**config.mk**
```make
export PLATFORM = sky130hd
export DESIGN_NAME = xpfr_cmd_fifo
export DESIGN_NICKNAME = d
export VERILOG_FILES = /design/src/xpfr_pkg.sv /design/src/xpfr_cmd_fifo.sv
export SDC_FILE = /design/constraint.sdc
export NUM_CORES = 1
export LEC_CHECK = 0
export BUFFER_PORTS_ARGS = -buffer_cell sky130_fd_sc_hd__buf_4
export CAP_MARGIN = 10
export CORE_UTILIZATION = 33
export CTS_BUF_LIST = sky130_fd_sc_hd__clkbuf_2
export CTS_CLUSTER_SIZE = 20
export DETAILED_ROUTE_END_ITERATION = 10
export PLACE_DENSITY = 0.51
export SKIP_LAST_GASP = 1
export SYNTH_ARGS = -nofsm -noshare
export SYNTH_HDL_FRONTEND = slang
export SYNTH_SLANG_ARGS = --single-unit
```
**constraint.sdc**
```tcl
create_clock -name clk -period 14.3 [get_ports clk]
set_input_delay 0.715 -clock clk [delete_from_list [all_inputs] [get_ports clk]]
set_output_delay 0.715 -clock clk [all_outputs]
set_load 0.01 [all_outputs]
```
**src/xpfr_pkg.sv**
```systemverilog
// Shared types and constants of the XOR parity FEC receiver.
`default_nettype none

package xpfr_pkg;

    localparam int SEQ_W  = 31;
    localparam int WI_W   = 5;
    localparam int WORD_W = 64;

    localparam int FRAME_K_DEF       = 2;
    localparam int WINDOW_DEF        = 16;
    localparam int BLOCK_SLOTS_DEF   = 8;
    localparam int PAYLOAD_WORDS_DEF = 20;

    // Widest slot number that the slot count range allows.
    localparam int SLOT_MAX_W = 9;

    typedef enum logic [1:0] {
        KIND_NONE,
        KIND_PARITY,
        KIND_COPY,
        KIND_XOR
    } store_kind_t;

    typedef struct packed {
        logic              parity_flag;
        logic [SEQ_W-1:0]  seq_value;
        logic [WI_W-1:0]   word_index;
        logic [WORD_W-1:0] payload_word;
    } item_t;

    typedef struct packed {
        logic [SEQ_W-1:0]  out_seq;
        logic [WI_W-1:0]   out_word_index;
        logic [WORD_W-1:0] out_word;
        logic              out_rebuilt;
        logic              run_last;
    } result_t;

    typedef struct packed {
        store_kind_t           kind;
        logic                  fwd;
        logic                  rebuild;
        logic [SLOT_MAX_W-1:0] slot;
        logic [SEQ_W-1:0]      seq;
        logic [WI_W-1:0]       wi;
        logic [WORD_W-1:0]     word;
        logic [SEQ_W-1:0]      rseq;
    } cmd_t;

endpackage

`default_nettype wire

```
**src/xpfr_cmd_fifo.sv**
```systemverilog
// Two-entry command queue between the front and back parts.
`default_nettype none

module xpfr_cmd_fifo (
    input  wire logic           clk,
    input  wire logic           rst_n,
    input  wire logic           push,
    output logic                full,
    input  wire xpfr_pkg::cmd_t din,
    input  wire logic           pop,
    output logic                empty,
    output xpfr_pkg::cmd_t      dout
);
    import xpfr_pkg::*;

    cmd_t       mem_reg [2];
    logic       wr_ptr_reg, rd_ptr_reg;
    logic [1:0] cnt_reg;

    assign full  = (cnt_reg == 2'd2);
    assign empty = (cnt_reg == 2'd0);
    assign dout  = mem_reg[rd_ptr_reg];

    always_ff @(posedge clk)
    begin
        if (push && !full)
        begin
            mem_reg[wr_ptr_reg] <= din;
        end
    end

    always_ff @(posedge clk or negedge rst_n)
    begin
        if (!rst_n)
        begin
            wr_ptr_reg <= 1'b0;
            rd_ptr_reg <= 1'b0;
            cnt_reg    <= 2'd0;
        end
        else
        begin
            if (push && !full)
            begin
                wr_ptr_reg <= !wr_ptr_reg;
            end
            if (pop && !empty)
            begin
                rd_ptr_reg <= !rd_ptr_reg;
            end
            cnt_reg <= cnt_reg + 2'((push && !full) ? 1 : 0) - 2'((pop && !empty) ? 1 : 0);
        end
    end

endmodule

`default_nettype wire

```
Yosys cells after proc, flatten, opt, wreduce, memory -nomap -nowiden
Memories as Yosys holds them, arrays and structs flattened.
Cells that the tools add are included.
{"block": "word_totals", "n_memories": 1, "out_inout_bits": 146, "reg_bits": 4, "in_bits": 148, "ram_bits": 288}
{"block": "op_classes", "n_addsub": 2, "reduce_logical": 7, "n_mux": 4, "eq_ne": 1}
{"memory": "mem_reg", "depth": 2, "width": 144, "rd": 1, "rd_ports_with_merged_regs": 0, "write_ports": 1, "line": "xpfr_cmd_fifo.sv:16", "rtl": "cmd_t mem_reg [2];"}
{"operator": "$logic_not 1->1", "count": 4}
{"operator": "$mux 1", "count": 4}
{"operator": "$add 2x1->2", "count": 1}
{"operator": "$eq 2x2->1 const B", "count": 1}
{"operator": "$logic_and 1x1->1", "count": 2}
{"operator": "$logic_not 2->1", "count": 1}
{"operator": "$sub 2x1->2", "count": 1}

Depth between registers and ports, before layout
Gate-level depths: netlist (run 1).
{"block": "logic_depth", "word_depth": 6, "depth_mapped": 7}

Least setup slack after synthesis (run 1)
OpenSTA, ideal clock, no wires.
{"block": "synth_path", "kind": "input to register", "start": "in push", "end": "mem mem_reg[0][0] (netlist name), enable pin", "slack_ps": 6863, "stages": 2, "setup_ps": 649, "required_time_ps": 13651, "arrival_ps": 6788, "path_cell_list": "nand2_1 -> nor2_1"}
{"block": "synth_via", "elab_chain_cells": 3}
{"item": "start, declared", "line": "xpfr_cmd_fifo.sv:7", "rtl": "input wire logic push,"}
{"item": "$logic_and 1x1->1", "line": "xpfr_cmd_fifo.sv:26", "rtl": "if (push && !full)"}
{"item": "$mux 1", "line": "xpfr_cmd_fifo.sv:26"}
{"item": "$mux 1 (implied by the code)", "line": "xpfr_cmd_fifo.sv:28", "rtl": "mem_reg[wr_ptr_reg] <= din;"}
{"item": "end, declared", "line": "xpfr_cmd_fifo.sv:16"}
No other way between the ends.

==> results of run 1 <==
-- logic make-up (layout without fill, tap and decap cells) --
kind of cell  Yosys count  count (layout)  synth area share
other cells             0               3                 0
flops                 292             292             0.812
simple gates            6               6           0.00279
fa+ha+maj               2               2           0.00232
mux                   144             144             0.168
xor+xnor                4               4           0.00325
buf+inv                18             585            0.0122
-- power by group --
group | internal, mW | switching [mW] | total [mW]
Clock | 0.285 | 0.331 | 0.616
Sequential | 1.17 | 0.0901 | 1.26
Combinational | 0.522 | 0.435 | 0.958
-- critical path, stage by stage, from the launching register on --
cell and delay (ns):
dfrtp_4 1.19, buf_4 0.99, mux2_2 0.44, buf_4 0.15
-- through the flow --
step / hold WS, ns / instances
3_5_place_dp: 0.501 / 1183
6_report: 0.259 / 1471
5_1_grt: 0.165 / 1471
3_3_place_gp: 0.486 / 1183
4_1_cts: 0.137 / 1468
2_1_floorplan: 0.419 / 466
-- per-layer routing --
layer | routed length [um] | up-vias
met5 | 0 | -
met4 | 536 | 0
met3 | 1920 | 51
met2 | 12200 | 267
met1 | 9520 | 2990
li1 | - | 2929
-- synth_stat cells (all sizes together) --
cell,count
nand2,1
dfrtp,4
ha,2
and3,1
buf,16
nand2b,1
nor2,2
inv,2
mux2,144
xnor2,3
nor2b,1
xor2,1
edfxtp,288
-- layout make-up --
| type | instances | area [sq um] |
|---|---|---|
| antenna | 3 | 7.51 |
| clock buffer | 113 | 566 |
| clock inverter | 27 | 214 |
| fill | 2748 | 16200 |
| inverter | 2 | 7.51 |
| multi-input combinational | 156 | 1910 |
| sequential | 292 | 8750 |
| tap | 435 | 544 |
| timing repair buffer | 443 | 3690 |
-- worst paths after layout --
kind	start	end
max	rd_ptr_reg	dout[43]
min	rst_n	rd_ptr_reg
max reg2reg	cnt_reg[1]	mem_reg[1][82]
min reg2reg	cnt_reg[1]	cnt_reg[1]
max in group asynchronous	rst_n	rd_ptr_reg
min in group clk	push	wr_ptr_reg
==> results.toml, run 1 <==
[setup_path]
cp.required_ns = 13.59
crit_fanout = 84
cp_data_arrival_time_ns = 3.65
start_kind = "register"
crit_type = "register to primary output"
worstRegToRegCells = 4
r2r_slack_ns = 11.30
setup.worst_path.end_class = "primary output"

[sta]
period_share = 0.305
setup_violations = 0
max_slew_margin = 0.203
period_minus_slack_ns = 4.37
tightest_slew_ns = 1.20
layout_setup_ws_ns = 9.93
drv_slew = 0
finClkSkew_ns = 0.0467
fmax_ghz = 0.229
final-hold-violation-count = 0
tns_ns = 0
grt_setup_unrepaired = "false"

[placed_design]
place_area_sq_um = 13500
dpl.hpwl_mm = 14.8
dp_slack_ns = 10.67
place.gp.congestion = 0.710
port_buffers = 293

[synth]
avgSynthCellArea_sq_um = 23.1
synth_area_leaders = "edfxtp_1, mux2_2, mux2_4"
synthesis.area_sq_um = 10800
synth_nets = 616
synth-seq-area-share = 0.812
synth_cell_types = 15
synth_top_area_frac = 0.802
ys_ff_latch = 292
synth_warnings = 0
yosysTopAreaCell = "edfxtp_1"
syn_inst = 466

[min_path]
hp-class = "input port to async pin"

[final_layout]
final_common_cell = "buf_4"
largest_register_ff_count = 288
fin_area_sq_um = 15700
drive_gt1_frac = 0.550
final_cell_mix = "buf_4, edfxtp_1, dlygate4sd3_1, clkbuf_2, mux2_2"
area_growth_pct = 45.6
nNetsFinal = 1124
utilization = 0.492

[drt]
avgViaCountPerCell = 4.24
drc = 0
finalWirelength_mm = 24.2
dr.pass1.iters = 4
ant_nets = 0
drt_iter0_drc = 224
num_vias = 6237
routedWlPerCell_um = 16.4

[global_route]
grt_max_degree = 85
met3_usage = 0.0540
grt_pass1_vias = 7166
top_usage_layer = "met2"
gr-total-overflow = 0
grt_first_pass_wirelength_mm = 36.7
antenna_found_initial = 3
use_met1 = 0.157
grt_use_met2 = 0.245
grt_use_total = 0.143

[power]
leakage_nw = 6.17
cellPowerDensity_nw_per_um2 = 181
finalPower_mw = 2.83
ir_drop_uv = 121

[cts]
cts_buffer_depth = 3
ctsHoldBuffers = 145
clkTransAtPathRegs_ns = 0.07
cts_made_buffers = 79
clock_latency_ns = 0.84
post_cts_buffers = 0
root_buffer = "clkbuf_2"
cts_tree = "built"
cts_sinks = 292
h-tree-depth = 3
cts_resized = 0

[floorplan]
die_h_um = 183
row_count = 65
core-area_sq_um = 31900
ios = 294
die_w_um = 183
dieArea_sq_um = 33400
initial_core_util = 0.338

[outcome]
run_status = "finished, final reports clean"

[job]
maxCapViolations = 0
Note: power is estimated with default switching activity, not from simulation.
==> inputs of run 2 (changes only) <==
==> constraint.sdc (replaced) <==
create_clock -name clk -period 4.3 [get_ports clk]
set_input_delay 0.215 -clock clk [delete_from_list [all_inputs] [get_ports clk]]
set_output_delay 0.215 -clock clk [all_outputs]
set_load 0.01 [all_outputs]
==> run 2 against run 1 <==
Compared with the run above:
- clock power grew to 3.1 times the previous value
- first-iteration DRC count is 7.1% lower
- clock skew is 0.0017 ns higher
- critical path depth stayed put
- non-clock buffer count is 68 higher
- sequential share of layout area fell by 2.2 points
- critical path type unchanged
- critical endpoint is now dout[78]
==> results.toml, run 2 (synthesis gave the netlist of run 1 again) <==
[global_route]
grt_first_pass_wirelength_mm = 38.9
grt_pass1_vias = 7469
met3_usage = 0.0586
top_usage_layer = "met2"
grt_use_met2 = 0.256
gr-total-overflow = 0
grt_use_total = 0.152
antenna_found_initial = 1
use_met1 = 0.172
grt_max_degree = 128

[drt]
drc = 0
routedWlPerCell_um = 16.4
avgViaCountPerCell = 4.20
ant_nets = 0
drt_iter0_drc = 208
finalWirelength_mm = 25.1
dr.pass1.iters = 4
num_vias = 6437

[cts]
cts_sinks = 292
cts_buffer_depth = 3
h-tree-depth = 3
clock_latency_ns = 0.84
cts_made_buffers = 79
root_buffer = "clkbuf_2"
clkTransAtPathRegs_ns = 0.12
cts_tree = "built"

[final_layout]
regArea_sq_um = 8750
multi_input_area_sq_um = 1910
nNetsFinal = 1192
area_growth_pct = 51.5
largest_register_ff_count = 288
fillers = 2702
drive_gt1_frac = 0.516
final_common_cell = "buf_4"
instances_no_fill = 1531
final_cell_mix = "buf_4, edfxtp_1, dlygate4sd3_1, clkbuf_2, mux2_2"

[setup_path]
r2r_slack_ns = 1.92
worstRegToRegCells = 4
cp_data_arrival_time_ns = 2.95
crit_path_end = "dout[78]"
setup.worst_path.end_class = "primary output"
cp.required_ns = 4.09
setup.worst_path.start = "rd_ptr_reg"
start_kind = "register"
crit_type = "register to primary output"
r2r_end = "mem_reg[0][70]"
crit_fanout = 65
r2r-start = "cnt_reg[1]"

[sta]
final-hold-violation-count = 0
layout_setup_ws_ns = 1.13
tightest_slew_ns = 0.946
grt_setup_unrepaired = "false"
setup_violations = 0
tns_ns = 0
finClkSkew_ns = 0.0484
period_minus_slack_ns = 3.17
max_slew_margin = 0.369
period_share = 0.737
drv_slew = 0
fmax_ghz = 0.316

[floorplan]
initial_core_util = 0.338
row_count = 65
die_h_um = 183
dieArea_sq_um = 33400
ios = 294
core-area_sq_um = 31900
die_w_um = 183

[power]
ir_drop_uv = 329
leakage_nw = 6.43
finalPower_mw = 9.36
cellPowerDensity_nw_per_um2 = 573

[placed_design]
dp_slack_ns = 1.91
port_buffers = 293
place.gp.congestion = 0.726
dpl.hpwl_mm = 15.0
dp.cells = 1183

[outcome]
run_status = "finished, final reports clean"

[min_path]
hold_start = "din[77]"
hp-class = "input port to register"
worst_hold_path.num_cells = 2

[job]
maxCapViolations = 0
run 2: worst min-delay path by stage:
| stage | endpoint |
|---|---|
| 2_1_floorplan | cnt_reg[0] |
| 3_3_place_gp | wr_ptr_reg |
| 3_5_place_dp | cnt_reg[1] |
| 4_1_cts | mem_reg[1][143] |
| 5_1_grt | mem_reg[0][0] |
| 6_report | mem_reg[0][77] |
run 2: stage by stage:
stage | utilization | area (sq um) | hold slack, ns
6_report | 0.512 | 16300 | 0.122
5_1_grt | 0.512 | 16300 | 0.000276
4_1_cts | 0.512 | 16300 | 0.000302
3_5_place_dp | 0.423 | 13500 | 0.0129
3_3_place_gp | 0.423 | 13500 | 0.0134
2_1_floorplan | - | 10800 | -0.0806
run 2: per-layer routing:
metal	wire, um	up-vias
met5	0	-
met4	575	0
met3	2120	49
met2	12300	268
met1	10100	3068
li1	-	3052
run 2: area by class of cell:
cell class,instances,share of cell area
flip-flops and latches,292,0.536
diodes,1,0.000153
inverters,2,0.000460
well taps,435,0.0333
clock inverters,20,0.00797
multi-input cells,156,0.117
repair buffers,511,0.270
clock buffers,114,0.0349
run 2: timing repair:
item	CTS	global route
setup buffers	0	0
hold endpoints to repair	313	0
gates resized for setup	0	0
hold buffers	213	0
run 2: report_power, final:
part           internal [mW]  switching, mW  total (mW)
clock network          0.822           1.09        1.91
registers               3.89          0.278        4.17
logic                   1.79           1.49        3.28
total                   6.50           2.86        9.36
run 2: worst max-delay path: stages (launching register included):
cell and delay, ns:
dfrtp_4 1.05, buf_4 0.51, mux2_2 0.40, buf_4 0.14
